### src/rtl/modbus_rtu_request_framer_top_macros.svh
// Assertion macros shared by the request framer RTL.
`ifndef MODBUS_RTU_REQUEST_FRAMER_TOP_MACROS_SVH
`define MODBUS_RTU_REQUEST_FRAMER_TOP_MACROS_SVH

// Same-cycle implication, sampled on clk_i, off during reset.
`define MRF_ASSERT_IMP(name, pre, post) \
  name: assert property (@(posedge clk_i) disable iff (!rst_ni) (pre) |-> (post)) \
    else $error("mrf: same-cycle check failed");

// Next-cycle implication, sampled on clk_i, off during reset.
`define MRF_ASSERT_NXT(name, pre, post) \
  name: assert property (@(posedge clk_i) disable iff (!rst_ni) (pre) |=> (post)) \
    else $error("mrf: next-cycle check failed");

`endif

### src/rtl/mrf_pkg.sv
// Types, constants and helper functions of the Modbus RTU request framer.
package mrf_pkg;

  localparam int unsigned MAX_PAYLOAD_WORDS_DEF = 123;

  // Command codes of an input transaction.
  typedef enum logic [2:0] {
    CMD_READ_COILS   = 3'd0,
    CMD_READ_HOLDING = 3'd1,
    CMD_READ_INPUT   = 3'd2,
    CMD_WRITE_COIL   = 3'd3,
    CMD_WRITE_REG    = 3'd4,
    CMD_WRITE_MULTI  = 3'd5,
    CMD_PAYLOAD      = 3'd6
  } cmd_e;

  typedef enum logic [1:0] {
    ST_OK       = 2'd0,
    ST_ILLEGAL  = 2'd1,
    ST_BUSY     = 2'd2,
    ST_NO_FRAME = 2'd3
  } status_e;

  localparam logic [7:0]  MAX_SLAVE_ADDR = 8'd254;
  localparam logic [15:0] COIL_ON        = 16'hFF00;
  localparam logic [15:0] COIL_OFF       = 16'h0000;
  localparam logic [15:0] CRC_INIT       = 16'hFFFF;
  localparam logic [15:0] CRC_POLY       = 16'hA001;

  // Up to seven CRC-covered bytes per transaction, plus two CRC bytes.
  localparam int unsigned DATA_BYTES  = 7;
  localparam int unsigned DATA_IDX_W  = $clog2(DATA_BYTES);
  localparam int unsigned DATA_CNT_W  = $clog2(DATA_BYTES + 1);
  localparam int unsigned BYTE_IDX_W  = $clog2(DATA_BYTES + 2);

  // Queue between classifier and emitter; depth must be a power of two.
  localparam int unsigned Q_DEPTH = 2;
  localparam int unsigned Q_PTR_W = $clog2(Q_DEPTH);
  localparam int unsigned Q_CNT_W = $clog2(Q_DEPTH + 1);

  // One classified transaction: the bytes to send and how to finish.
  typedef struct packed {
    logic [DATA_BYTES-1:0][7:0] data_bytes;
    logic [DATA_CNT_W-1:0]      n_data;
    logic                       tail;
    logic                       crc_init;
    status_e                    status;
  } entry_t;

  function automatic logic [15:0] crc_byte(input logic [15:0] crc, input logic [7:0] b);
    logic [15:0] c;
    c = crc ^ {8'h00, b};
    for (int i = 0; i < 8; i++) begin
      c = c[0] ? ((c >> 1) ^ CRC_POLY) : (c >> 1);
    end
    return c;
  endfunction

  function automatic logic [7:0] func_code(input cmd_e cmd);
    logic [7:0] f;
    unique case (cmd)
      CMD_READ_COILS:   f = 8'h01;
      CMD_READ_HOLDING: f = 8'h03;
      CMD_READ_INPUT:   f = 8'h04;
      CMD_WRITE_COIL:   f = 8'h05;
      CMD_WRITE_REG:    f = 8'h06;
      CMD_WRITE_MULTI:  f = 8'h10;
      default:          f = 8'h00;
    endcase
    return f;
  endfunction

endpackage

### src/rtl/mrf_front.sv
// Front end: accept a transaction, check it and track the open write-multiple frame.
module mrf_front #(
  parameter int unsigned MaxPayloadWords = mrf_pkg::MAX_PAYLOAD_WORDS_DEF
) (
  input  logic            clk_i,
  input  logic            rst_ni,
  input  logic            in_valid_i,
  output logic            in_stall_o,
  input  logic [2:0]      command_i,
  input  logic [7:0]      slave_address_i,
  input  logic [15:0]     start_address_i,
  input  logic [15:0]     count_or_value_i,
  input  logic [15:0]     data_word_i,
  input  logic            link_busy_i,
  input  logic            q_full_i,
  output logic            push_o,
  output mrf_pkg::entry_t entry_o
);

  localparam int unsigned CntW = $clog2(MaxPayloadWords + 1);

  logic            open_q, open_d;
  logic [CntW-1:0] words_q, words_d;
  logic            refuse;
  mrf_pkg::status_e rstat;
  mrf_pkg::entry_t  ent;

  assign in_stall_o = q_full_i;
  assign push_o     = in_valid_i && !q_full_i;
  assign entry_o    = ent;

  always_comb begin
    ent          = '0;
    ent.status   = mrf_pkg::ST_OK;
    open_d       = open_q;
    words_d      = words_q;
    refuse       = 1'b0;
    rstat        = mrf_pkg::ST_OK;
    if (command_i == mrf_pkg::CMD_PAYLOAD) begin
      if (!open_q) begin
        refuse = 1'b1;
        rstat  = mrf_pkg::ST_NO_FRAME;
      end else begin
        ent.data_bytes[0] = data_word_i[15:8];
        ent.data_bytes[1] = data_word_i[7:0];
        ent.n_data        = mrf_pkg::DATA_CNT_W'(2);
        words_d           = words_q - CntW'(1);
        if (words_q == CntW'(1)) begin
          ent.tail = 1'b1;
          open_d   = 1'b0;
        end
      end
    end else if (command_i > mrf_pkg::CMD_PAYLOAD) begin
      refuse = 1'b1;
      rstat  = mrf_pkg::ST_ILLEGAL;
    end else if (slave_address_i > mrf_pkg::MAX_SLAVE_ADDR) begin
      refuse = 1'b1;
      rstat  = mrf_pkg::ST_ILLEGAL;
    end else if (link_busy_i || open_q) begin
      refuse = 1'b1;
      rstat  = mrf_pkg::ST_BUSY;
    end else if (command_i == mrf_pkg::CMD_WRITE_COIL &&
                 count_or_value_i != mrf_pkg::COIL_ON &&
                 count_or_value_i != mrf_pkg::COIL_OFF) begin
      refuse = 1'b1;
      rstat  = mrf_pkg::ST_ILLEGAL;
    end else if (command_i == mrf_pkg::CMD_WRITE_MULTI &&
                 count_or_value_i > 16'(MaxPayloadWords)) begin
      refuse = 1'b1;
      rstat  = mrf_pkg::ST_ILLEGAL;
    end else begin
      ent.crc_init      = 1'b1;
      ent.data_bytes[0] = slave_address_i;
      ent.data_bytes[1] = mrf_pkg::func_code(mrf_pkg::cmd_e'(command_i));
      ent.data_bytes[2] = start_address_i[15:8];
      ent.data_bytes[3] = start_address_i[7:0];
      ent.data_bytes[4] = count_or_value_i[15:8];
      ent.data_bytes[5] = count_or_value_i[7:0];
      if (command_i == mrf_pkg::CMD_WRITE_MULTI) begin
        // byte count is twice the word count, kept to eight bits
        ent.data_bytes[6] = {count_or_value_i[6:0], 1'b0};
        ent.n_data        = mrf_pkg::DATA_CNT_W'(7);
        if (count_or_value_i != 16'h0000) begin
          open_d  = 1'b1;
          words_d = count_or_value_i[CntW-1:0];
        end else begin
          ent.tail = 1'b1;
        end
      end else begin
        ent.n_data = mrf_pkg::DATA_CNT_W'(6);
        ent.tail   = 1'b1;
      end
    end
    if (refuse) begin
      ent        = '0;
      ent.n_data = mrf_pkg::DATA_CNT_W'(1);
      ent.status = rstat;
      open_d     = open_q;
      words_d    = words_q;
    end
  end

  always_ff @(posedge clk_i or negedge rst_ni) begin
    if (!rst_ni) begin
      open_q  <= 1'b0;
      words_q <= '0;
    end else if (push_o) begin
      open_q  <= open_d;
      words_q <= words_d;
    end
  end

endmodule

### src/rtl/mrf_queue.sv
// Short queue of classified transactions between front and back.
module mrf_queue (
  input  logic            clk_i,
  input  logic            rst_ni,
  input  logic            push_i,
  input  mrf_pkg::entry_t entry_i,
  input  logic            pop_i,
  output mrf_pkg::entry_t head_o,
  output logic            empty_o,
  output logic            full_o
);

  mrf_pkg::entry_t                  slots_q [mrf_pkg::Q_DEPTH];
  logic [mrf_pkg::Q_PTR_W-1:0]      wr_ptr_q, rd_ptr_q;
  logic [mrf_pkg::Q_CNT_W-1:0]      count_q;

  assign head_o  = slots_q[rd_ptr_q];
  assign empty_o = (count_q == '0);
  assign full_o  = (count_q == mrf_pkg::Q_CNT_W'(mrf_pkg::Q_DEPTH));

  always_ff @(posedge clk_i) begin
    if (push_i) begin
      slots_q[wr_ptr_q] <= entry_i;
    end
  end

  always_ff @(posedge clk_i or negedge rst_ni) begin
    if (!rst_ni) begin
      wr_ptr_q <= '0;
      rd_ptr_q <= '0;
      count_q  <= '0;
    end else begin
      if (push_i) begin
        wr_ptr_q <= wr_ptr_q + mrf_pkg::Q_PTR_W'(1);
      end
      if (pop_i) begin
        rd_ptr_q <= rd_ptr_q + mrf_pkg::Q_PTR_W'(1);
      end
      if (push_i && !pop_i) begin
        count_q <= count_q + mrf_pkg::Q_CNT_W'(1);
      end else if (pop_i && !push_i) begin
        count_q <= count_q - mrf_pkg::Q_CNT_W'(1);
      end
    end
  end

endmodule

### src/rtl/mrf_back.sv
// Back end: emit the bytes of the head transaction, run the CRC, drive the output register.
module mrf_back (
  input  logic            clk_i,
  input  logic            rst_ni,
  input  mrf_pkg::entry_t head_i,
  input  logic            empty_i,
  output logic            pop_o,
  output logic            mid_o,
  output logic            out_valid_o,
  input  logic            out_stall_i,
  output logic [7:0]      frame_byte_o,
  output logic            last_byte_o,
  output logic [1:0]      status_o
);

  logic [mrf_pkg::BYTE_IDX_W-1:0] idx_q, total;
  logic [15:0] crc_q, crc_d, crc_base;
  logic        adv, is_last, in_data, tail_lo;
  logic [7:0]  cur_byte;
  logic        out_valid_q, last_q;
  logic [7:0]  byte_q;
  logic [1:0]  status_q;

  assign total   = mrf_pkg::BYTE_IDX_W'(head_i.n_data) +
                   (head_i.tail ? mrf_pkg::BYTE_IDX_W'(2) : '0);
  assign adv     = !empty_i && (!out_valid_q || !out_stall_i);
  assign is_last = (idx_q == total - mrf_pkg::BYTE_IDX_W'(1));
  assign in_data = (idx_q < mrf_pkg::BYTE_IDX_W'(head_i.n_data));
  assign tail_lo = (idx_q == mrf_pkg::BYTE_IDX_W'(head_i.n_data));
  assign pop_o   = adv && is_last;
  assign mid_o   = (idx_q != '0);

  always_comb begin
    if (in_data) begin
      cur_byte = head_i.data_bytes[idx_q[mrf_pkg::DATA_IDX_W-1:0]];
    end else if (tail_lo) begin
      cur_byte = crc_q[7:0];
    end else begin
      cur_byte = crc_q[15:8];
    end
  end

  // Restart the CRC on the first byte of a request.
  assign crc_base = (head_i.crc_init && idx_q == '0) ? mrf_pkg::CRC_INIT : crc_q;

  always_comb begin
    crc_d = crc_q;
    if (in_data && head_i.status == mrf_pkg::ST_OK) begin
      crc_d = mrf_pkg::crc_byte(crc_base, cur_byte);
    end else if (!in_data && !tail_lo) begin
      crc_d = mrf_pkg::CRC_INIT;
    end
  end

  always_ff @(posedge clk_i or negedge rst_ni) begin
    if (!rst_ni) begin
      idx_q       <= '0;
      crc_q       <= mrf_pkg::CRC_INIT;
      out_valid_q <= 1'b0;
    end else begin
      if (adv) begin
        idx_q       <= is_last ? '0 : idx_q + mrf_pkg::BYTE_IDX_W'(1);
        crc_q       <= crc_d;
        out_valid_q <= 1'b1;
      end else if (!out_stall_i) begin
        out_valid_q <= 1'b0;
      end
    end
  end

  always_ff @(posedge clk_i) begin
    if (adv) begin
      byte_q   <= cur_byte;
      last_q   <= is_last;
      status_q <= head_i.status;
    end
  end

  assign out_valid_o  = out_valid_q;
  assign frame_byte_o = byte_q;
  assign last_byte_o  = last_q;
  assign status_o     = status_q;

endmodule

### src/rtl/modbus_rtu_request_framer_top.sv
// Top level of the Modbus RTU request framer: front, queue and back wired together.
//
//  channel | handshake               | payload
//  --------+-------------------------+-------------------------------------------------
//  in      | in_valid_i / in_stall_o | command_i slave_address_i start_address_i
//          |                         | count_or_value_i data_word_i link_busy_i
//  out     | out_valid_o/out_stall_i | frame_byte_o last_byte_o status_o
//
// Output: one result byte per cycle out of the back end's single byte register while
//   out_stall_i is low and the queue is not empty; a request is 8 bytes (9 for
//   write multiple with count zero, 7 when it opens a frame), a payload word 2 (4 on
//   the closing word), a refusal 1, each sent via the queue and the output register.
// Reset: clears the frame state, queue pointers and CRC at once; no clearing pass.
// Stalls: in_stall_o rises only when the two-entry queue is full; out_stall_i holds the
//   output register while the back end keeps the queue head.
`include "modbus_rtu_request_framer_top_macros.svh"

module modbus_rtu_request_framer_top #(
  parameter int unsigned MaxPayloadWords = mrf_pkg::MAX_PAYLOAD_WORDS_DEF
) (
  input  logic        clk_i,
  input  logic        rst_ni,
  input  logic        in_valid_i,
  output logic        in_stall_o,
  input  logic [2:0]  command_i,
  input  logic [7:0]  slave_address_i,
  input  logic [15:0] start_address_i,
  input  logic [15:0] count_or_value_i,
  input  logic [15:0] data_word_i,
  input  logic        link_busy_i,
  output logic        out_valid_o,
  input  logic        out_stall_i,
  output logic [7:0]  frame_byte_o,
  output logic        last_byte_o,
  output logic [1:0]  status_o
);

  mrf_pkg::entry_t push_entry, head_entry;
  logic            push, pop, q_empty, q_full, back_mid;

  // Classify each transaction and keep the write-multiple frame state.
  mrf_front #(
    .MaxPayloadWords(MaxPayloadWords)
  ) u_front (
    .clk_i            (clk_i),
    .rst_ni           (rst_ni),
    .in_valid_i       (in_valid_i),
    .in_stall_o       (in_stall_o),
    .command_i        (command_i),
    .slave_address_i  (slave_address_i),
    .start_address_i  (start_address_i),
    .count_or_value_i (count_or_value_i),
    .data_word_i      (data_word_i),
    .link_busy_i      (link_busy_i),
    .q_full_i         (q_full),
    .push_o           (push),
    .entry_o          (push_entry)
  );

  // Decouple classification from byte emission.
  mrf_queue u_queue (
    .clk_i   (clk_i),
    .rst_ni  (rst_ni),
    .push_i  (push),
    .entry_i (push_entry),
    .pop_i   (pop),
    .head_o  (head_entry),
    .empty_o (q_empty),
    .full_o  (q_full)
  );

  // Walk the head transaction byte by byte, append the CRC where asked.
  mrf_back u_back (
    .clk_i        (clk_i),
    .rst_ni       (rst_ni),
    .head_i       (head_entry),
    .empty_i      (q_empty),
    .pop_o        (pop),
    .mid_o        (back_mid),
    .out_valid_o  (out_valid_o),
    .out_stall_i  (out_stall_i),
    .frame_byte_o (frame_byte_o),
    .last_byte_o  (last_byte_o),
    .status_o     (status_o)
  );

  // The back end is never part way through a transaction the queue no longer holds.
  `MRF_ASSERT_IMP(a_mid_has_head, back_mid, !q_empty)
  // A refusal is a single zero byte carrying the last mark.
  `MRF_ASSERT_IMP(a_refusal_shape,
                  out_valid_o && status_o != mrf_pkg::ST_OK,
                  last_byte_o && frame_byte_o == 8'h00)
  // An accepted transaction lands in the queue.
  `MRF_ASSERT_NXT(a_accept_queued, in_valid_i && !in_stall_o, !q_empty)

endmodule
### config.mk
export PLATFORM = sky130hd
export DESIGN_NAME = modbus_rtu_request_framer_top
export DESIGN_NICKNAME = d
export VERILOG_FILES = /design/src/rtl/mrf_pkg.sv /design/src/rtl/mrf_front.sv /design/src/rtl/mrf_queue.sv /design/src/rtl/mrf_back.sv /design/src/rtl/modbus_rtu_request_framer_top.sv
export VERILOG_INCLUDE_DIRS = /design/src /design/src/rtl
export SDC_FILE = /design/constraint.sdc
export NUM_CORES = 1
export LEC_CHECK = 0
export ABC_CLOCK_PERIOD_IN_PS = 8400
export BUFFER_PORTS_ARGS = -buffer_cell sky130_fd_sc_hd__buf_2
export CORE_AREA = 3 3 130 132
export CTS_BUF_LIST = sky130_fd_sc_hd__clkbuf_8
export CTS_CLUSTER_SIZE = 20
export DETAILED_ROUTE_END_ITERATION = 10
export DIE_AREA = 0 0 133 135
export GPL_TIMING_DRIVEN = 0
export PLACE_DENSITY = 0.71
export SYNTH_ARGS = -nofsm -noshare
export SYNTH_HDL_FRONTEND = slang
export SYNTH_SLANG_ARGS = --single-unit
### constraint.sdc
create_clock -name clk_i -period 8.4 [get_ports clk_i]
set_clock_uncertainty 0.1 [all_clocks]
set_input_delay 0.84 -clock clk_i [delete_from_list [all_inputs] [get_ports clk_i]]
set_output_delay 0.84 -clock clk_i [all_outputs]
set_load 0.03 [all_outputs]
# == Word level (Yosys, flattened, before mapping) ==
# Memories as Yosys holds them, arrays and structs flattened.
# Index checks and enable logic that the tools add are counted.
# totals
n_memories,1
ram_bits,126
reg_bits,44
latch_bits,0
elab_cells,157
romBits,0
# memory_table
name,depth,width,rd,rd_clocked_by_memory_dff,wr,line,rtl
u_queue.slots_q,2,63,1,0,1,mrf_queue.sv:13,mrf_pkg::entry_t slots_q [mrf_pkg::Q_DEPTH];
# classes
n_reduce_logical,33
div,0
n_lt_le_gt_ge,5
addsub,8
shift,0
multipliers,0
bitwise,10
n_eq_ne,18
mux,71
# op_table
cell,n
two-way mux 61 bit,5
two-way mux 16 bit,11
two-way mux 63 bit,1
two-way mux 7 bit,9
two-way mux 20 bit,2
two-way mux 40 bit,1
two-way mux 8 bit,4
one-hot mux 5 bit (6 select lines),1
two-way mux 1 bit,25
binary-select mux 8 bit (select 3 bit),1
inverter 2 -> 3 bit,8
two-way mux 2 bit,10
"greater-than comparator 16 x 7 -> 1 bit, second input constant",1
"!= test 16 bit, second input constant",1
nonzero test 16 bit,1
bitwise XOR 16 x 8 -> 16 bit,1
"!= test 2 x 1 -> 1 bit, second input constant",7
logical AND 1 bit,11
AND reduction 10 bit,1
"== test 3 bit, second input constant",3
AND reduction 9 bit,1
"greater-than comparator 8 bit, second input constant",1
zero test 1 bit,8
nonzero test 2 bit,4
other kinds (23),27

# == Depth between registers and ports, before layout ==
# An unclocked memory read counts as a cell.
# logic_depth
word_depth,22
mapped_depth,17

# == Hierarchy ==
# Synthesis repeated with hierarchy kept, for this count alone.
# hier_totals
hier_cells,672
area_unflattened_um2,8927.3
# by_module_without_submodules
mod,cells_each,area_each_um2,instances,seq_area_each_um2
mrf_queue,212,5032.3,1,3883.7
mrf_back,284,2648.8,1,875.8
mrf_front,176,1246.2,1,200.2

# == Least setup slack after synthesis ==
# OpenSTA, ideal clock, no wires.
# synth_path
path_kind,input to register
startpoint,input in_valid_i
endpoint,"memory u_queue.slots_q[0][0] in the netlist's numbering, enable pin"
stages,2
path_buffers,0
slack_ns,4.022
t_arrival_ns,3.791
cell_sequence,and2_0 nor2b_1
# synth_via
elab_chain_cells,3
# synth_rtl
element,line,rtl
from (decl),modbus_rtu_request_framer_top.sv:23,"input logic in_valid_i,"
logical AND 1 bit,mrf_front.sv:29,assign push_o = in_valid_i && !q_full_i;
two-way mux 1 bit,mrf_queue.sv:22,if (push_i) begin
two-way mux 1 bit (not written as such),mrf_queue.sv:23,slots_q[wr_ptr_q] <= entry_i;
to (decl),mrf_queue.sv:13,
# Every way passes these cells.

# == Worst setup path in the final report ==
# layout_path
startpoint,register u_queue.rd_ptr_q
endpoint,register u_back.crc_q[15]
# layout_via
elab_chain_cells,15
word_cells_on_any_way,33
classes_between,1 x order compare; 1 x eq/ne; 14 x mux; 8 x bitwise; 8 x reduce/logical; 1 x memory
# layout_rtl
element,line,rtl
from (decl),mrf_queue.sv:14,"logic [mrf_pkg::Q_PTR_W-1:0] wr_ptr_q, rd_ptr_q;"
from (signal assigned),mrf_queue.sv:37,rd_ptr_q <= rd_ptr_q + mrf_pkg::Q_PTR_W'(1);
memory (2 x 63 bit) (*),--,
binary-select mux 8 bit (select 3 bit) or == test 4 x 3 -> 1 bit (tied branches),"mrf_back.sv:35, mrf_back.sv:29",
two-way mux 8 bit (on tied branches),"mrf_back.sv:35, mrf_back.sv:36",
two-way mux 8 bit,mrf_back.sv:34,if (in_data) begin
bitwise XOR 16 x 8 -> 16 bit,mrf_pkg.sv:52,"c = crc ^ {8'h00, b};"
two-way mux 16 bit or inverter 2 -> 3 bit (tied branches) (6 in series),--,
inverter 2 -> 3 bit (no line) or two-way mux 16 bit (tied branches),--,
two-way mux 16 bit (2 in series),mrf_pkg.sv:54,c = c[0] ? ((c >> 1) ^ CRC_POLY) : (c >> 1);
two-way mux 16 bit,mrf_back.sv:48,if (in_data && head_i.status == mrf_pkg::ST_OK) begin
to (signal assigned),mrf_back.sv:58,crc_q <= mrf_pkg::CRC_INIT;
to (signal assigned),mrf_back.sv:63,crc_q <= crc_d;
to (decl),mrf_back.sv:17,"logic [15:0] crc_q, crc_d, crc_base;"
# Every way passes the cells marked *; elsewhere a longest branch is shown, timed or not. The select of a mux whose other input is x is not followed.
# A chain may end at the register's enable or synchronous reset.

==> flow_summary.rst <==
.. list-table::
   :header-rows: 1

   * - Metric
     - Value
   * - Register bit total from synthesis
     - 166
   * - Routed Wire Length
     - 17100 um
   * - Via total after detailed routing
     - between 5000 and 6000
   * - Most used cells in the layout excluding fill and tap cells
     - sky130_fd_sc_hd__edfxtp_1, sky130_fd_sc_hd__buf_2, sky130_fd_sc_hd__and2_1, sky130_fd_sc_hd__nand2_1, sky130_fd_sc_hd__nor2_1
   * - Min-delay worst type
     - primary input to async pin
   * - Number of maximum-capacitance violations
     - 0
   * - Number of global-route vias before repair
     - 5174
   * - Level count of the clock H-tree
     - 4
   * - Least-Margin Pin Slew
     - 0.917 ns
   * - Count of pins over their slew limit
     - 0
   * - Share of the core filled with cells in the final layout
     - 56.2%
   * - Setup repair after global routing missed its margin
     - no
   * - Clock tree from TritonCTS
     - built
   * - Clock Pin Slew Worst Setup and Hold Paths
     - 0.08 ns
   * - Status
     - complete, no violations
   * - Routability-driven placement congestion ratio
     - 0.931
   * - Area used by multi-input combinational logic
     - between 0.002 and 0.003 mm^2
   * - Placed wire-length estimate
     - 12400 um
   * - Post-route cell area
     - 0.00889 mm^2
   * - Die Footprint
     - about 0.018 mm^2
   * - Cell type with the largest total area after synthesis
     - sky130_fd_sc_hd__edfxtp_1
   * - Syn Inst Count
     - 565
   * - Sequential cell area fraction in the yosys report
     - roughly 62%
   * - CP required
     - between 8 and 9 ns
   * - Data arrival time at the worst-slack endpoint
     - 5.01 ns
   * - Minimum clock period after layout
     - 4.73 ns
   * - # IOs
     - 77
   * - Total placed cells including tap cells
     - approximately 860
   * - Register-to-Register Path Depth
     - 15
   * - Worst-skew pair later-pin latency
     - 0.46 ns
   * - Share of synthesized registers carrying an async set or reset
     - 19.9%
   * - Fraction of layout instances using a drive strength above 1
     - between 20% and 30%
   * - Global-route wire length before repair
     - 27300 um
   * - Crit Reg-Reg Startpoint
     - u_queue.rd_ptr_q
   * - Number of remaining DRC errors
     - 0
   * - DIE WIDTH
     - 133 um
   * - Count of hold buffers inserted by post-cts repair
     - 0
   * - Cell Count, Final, Fillers Out
     - just under 900
   * - Top area cells in the synthesized netlist
     - sky130_fd_sc_hd__edfxtp_1, sky130_fd_sc_hd__mux4_2, sky130_fd_sc_hd__dfrtp_1, sky130_fd_sc_hd__dfstp_2, sky130_fd_sc_hd__and2_1
   * - Final worst hold slack
     - between 0.3 and 0.4 ns
   * - Commonest non-fill, non-tap cell in the layout
     - sky130_fd_sc_hd__edfxtp_1
   * - End of the worst register-to-register path
     - u_back.crc_q[15]
   * - Core region area
     - 0.0158 mm^2
   * - Count of flip-flops with a built-in enable after synthesis
     - between 100 and 150
   * - Worst-case clock buffer depth
     - 2
   * - Synth unique cells
     - 60
   * - Ordered cell list for the critical path
     - buf_4 > buf_6 > buf_4 > buf_4 > mux2_2 > ha_1 > o21ai_1 > buf_2 > nand2_1 > a21oi_1 > xnor2_1 > xor2_1 > xnor3_2 > xor2_1 > o22a_1
   * - CP dominant cell by count
     - sky130_fd_sc_hd__buf_4
   * - Post-Syn Area
     - slightly below 0.008 mm^2
   * - Predominant post-synthesis flop cell
     - sky130_fd_sc_hd__edfxtp_1
   * - Area overhead of the layout relative to synthesis
     - 13.7%
   * - Post-route antenna net violation count
     - 0
   * - Worst path setup slack after routing
     - ~3.7 ns
   * - Setup fix buffers added after clock tree synthesis
     - 0
   * - CP Max Fanout
     - 10
   * - Post-layout net count
     - approximately 740
   * - Remaining global-route overflow
     - 0
   * - Placement row count
     - 46
   * - Number of sinks handled by clock tree synthesis
     - 166
   * - Final hold vios
     - 0
   * - Slowest CP cell
     - sky130_fd_sc_hd__o21ai_1
   * - Antenna diodes
     - 0
   * - Setup violations, final
     - 0
   * - Worst slew margin relative to its limit
     - 38.7%
   * - Number of nets produced by synthesis
     - 640
   * - Setup crit end kind
     - flip-flop
   * - DP Area
     - ~0.0085 mm^2
   * - Quantity of I/O buffers inserted on ports
     - 76
   * - Buf+Inv Stages, Crit Path
     - 5
   * - Category of the critical setup timing path
     - flip-flop to flip-flop
   * - Largest net degree at the start of global routing
     - 42
   * - Total power after layout
     - 2.87 mW
   * - Wire per inst
     - 19.2 um
   * - Drt first pass iters
     - 6
   * - Number of antenna violations at the first check in global routing
     - 0
   * - # resized after CTS
     - 0
   * - Pwr per Cell Area
     - around 320 mW/mm^2
   * - Longest individual stage delay on the worst path
     - 0.65 ns
   * - Root cell of the clock tree
     - sky130_fd_sc_hd__clkbuf_8
   * - Synth top area share
     - 51.1%
   * - Setup slack after placement
     - 3.73 ns
   * - TritonCTS Buffers
     - 17
   * - Overall die height
     - 135 um
   * - All-layer global routing usage
     - ~20%
   * - Share of the clock period used by the worst path
     - 56.3%
   * - Kind of start point of the critical path
     - flip-flop
   * - Number of DRC markers after the initial detailed-route iteration
     - roughly 450
   * - Standby leakage power
     - 3.30 nW
   * - Delay-heaviest family, CP
     - buffers and inverters
   * - Count of warnings emitted by yosys
     - 0
   * - Average cell area after synthesis
     - approximately 14 um^2
   * - Slack of the worst reg-to-reg path
     - 3.67 ns
   * - Setup TNS
     - 0 ns
   * - Number of vias per cell after detailed routing
     - roughly 5.6
   * - Register area
     - approximately 0.0048 mm^2
   * - Max Freq
     - 212 MHz
   * - Initial Utilization
     - 49.4%
   * - Worst ir drop on vdd
     - 0.165 mV
   * - Number of filler cells placed in the layout
     - 1300
==> cell usage after synthesis, types with 3 or more instances <==
cell type,count
sky130_fd_sc_hd__a21oi_1,18
sky130_fd_sc_hd__a22o_1,8
sky130_fd_sc_hd__a22oi_1,3
sky130_fd_sc_hd__and2_1,44
sky130_fd_sc_hd__and3_1,3
sky130_fd_sc_hd__buf_2,6
sky130_fd_sc_hd__buf_4,4
sky130_fd_sc_hd__clkbuf_1,14
sky130_fd_sc_hd__dfrtp_1,17
sky130_fd_sc_hd__dfstp_2,16
sky130_fd_sc_hd__edfxtp_1,133
sky130_fd_sc_hd__ha_1,10
sky130_fd_sc_hd__inv_1,16
sky130_fd_sc_hd__mux2_2,4
sky130_fd_sc_hd__mux2i_1,27
sky130_fd_sc_hd__mux4_2,20
sky130_fd_sc_hd__nand2_1,39
sky130_fd_sc_hd__nand3_1,9
sky130_fd_sc_hd__nand4_1,4
sky130_fd_sc_hd__nor2_1,28
sky130_fd_sc_hd__nor2b_1,5
sky130_fd_sc_hd__nor3_1,9
sky130_fd_sc_hd__nor4_1,9
sky130_fd_sc_hd__o21ai_0,19
sky130_fd_sc_hd__o21ai_1,4
sky130_fd_sc_hd__o221ai_1,3
sky130_fd_sc_hd__o22a_1,16
sky130_fd_sc_hd__o22ai_1,5
sky130_fd_sc_hd__xnor2_1,26
sky130_fd_sc_hd__xor2_1,9
==> metal layers <==
metal	global-route usage [%]	part of all wire (%)	routed length (um)
met5	0	0	0
met4	5.89	1.4	246
met3	4.14	4.4	755
met2	32.9	50	8590
met1	26.9	44	7520
==> state kept, by name, indices dropped and copies added (netlist names), 2 cells and up <==
signal               flops
u_back.idx_q             4
u_front.words_q          7
u_back.crc_q            16
u_queue.count_q          2
u_back.frame_byte_o      8
u_back.status_o          2
u_queue.slots_q        122
==> power by group <==
| part | switching, mW | internal (mW) |
|---|---|---|
| clock network | 0.285 | 0.261 |
| registers | 0.0795 | 1.15 |
| logic | 0.646 | 0.449 |
| total | 1.01 | 1.86 |
==> cell families (layout without fill, tap and decap cells) <==
| kind of cell | count (synthesis) | after routing | share of synthesized area (%) |
|---|---|---|---|
| simple gates | 163 | 163 | 11.2 |
| compound gates | 92 | 92 | 8.11 |
| mux | 51 | 51 | 9.79 |
| flops | 166 | 166 | 61.9 |
| fa+ha+maj | 11 | 11 | 1.86 |
| xor+xnor | 38 | 38 | 4.72 |
| buf+inv | 44 | 154 | 2.50 |
==> how the worst max path moves through the flow <==
stage | startpoint | to | cells past startpoint
floorplan | in_valid_i | u_queue.slots_q[0][0] | 2
CTS | u_queue.rd_ptr_q | u_back.crc_q[15] | 15
finish | u_queue.rd_ptr_q | u_back.crc_q[15] | 15
detailed placement | u_queue.rd_ptr_q | u_back.crc_q[15] | 15
global route | u_queue.rd_ptr_q | u_back.crc_q[14] | 16
global placement | in_valid_i | u_queue.slots_q[0][31] | 3
==> final cells by class <==
type / instances / share of cell area (%)
Tap cell: 216 / 3.04
Clock buffer: 17 / 2.63
Buffer: 26 / 1.44
Timing Repair Buffer: 78 / 4.73
Sequential cell: 166 / 54.4
Inverter: 18 / 0.760
Multi-Input combinational cell: 355 / 31.4
Clock inverter: 15 / 1.55
Power figures use the tool's default switching activity.
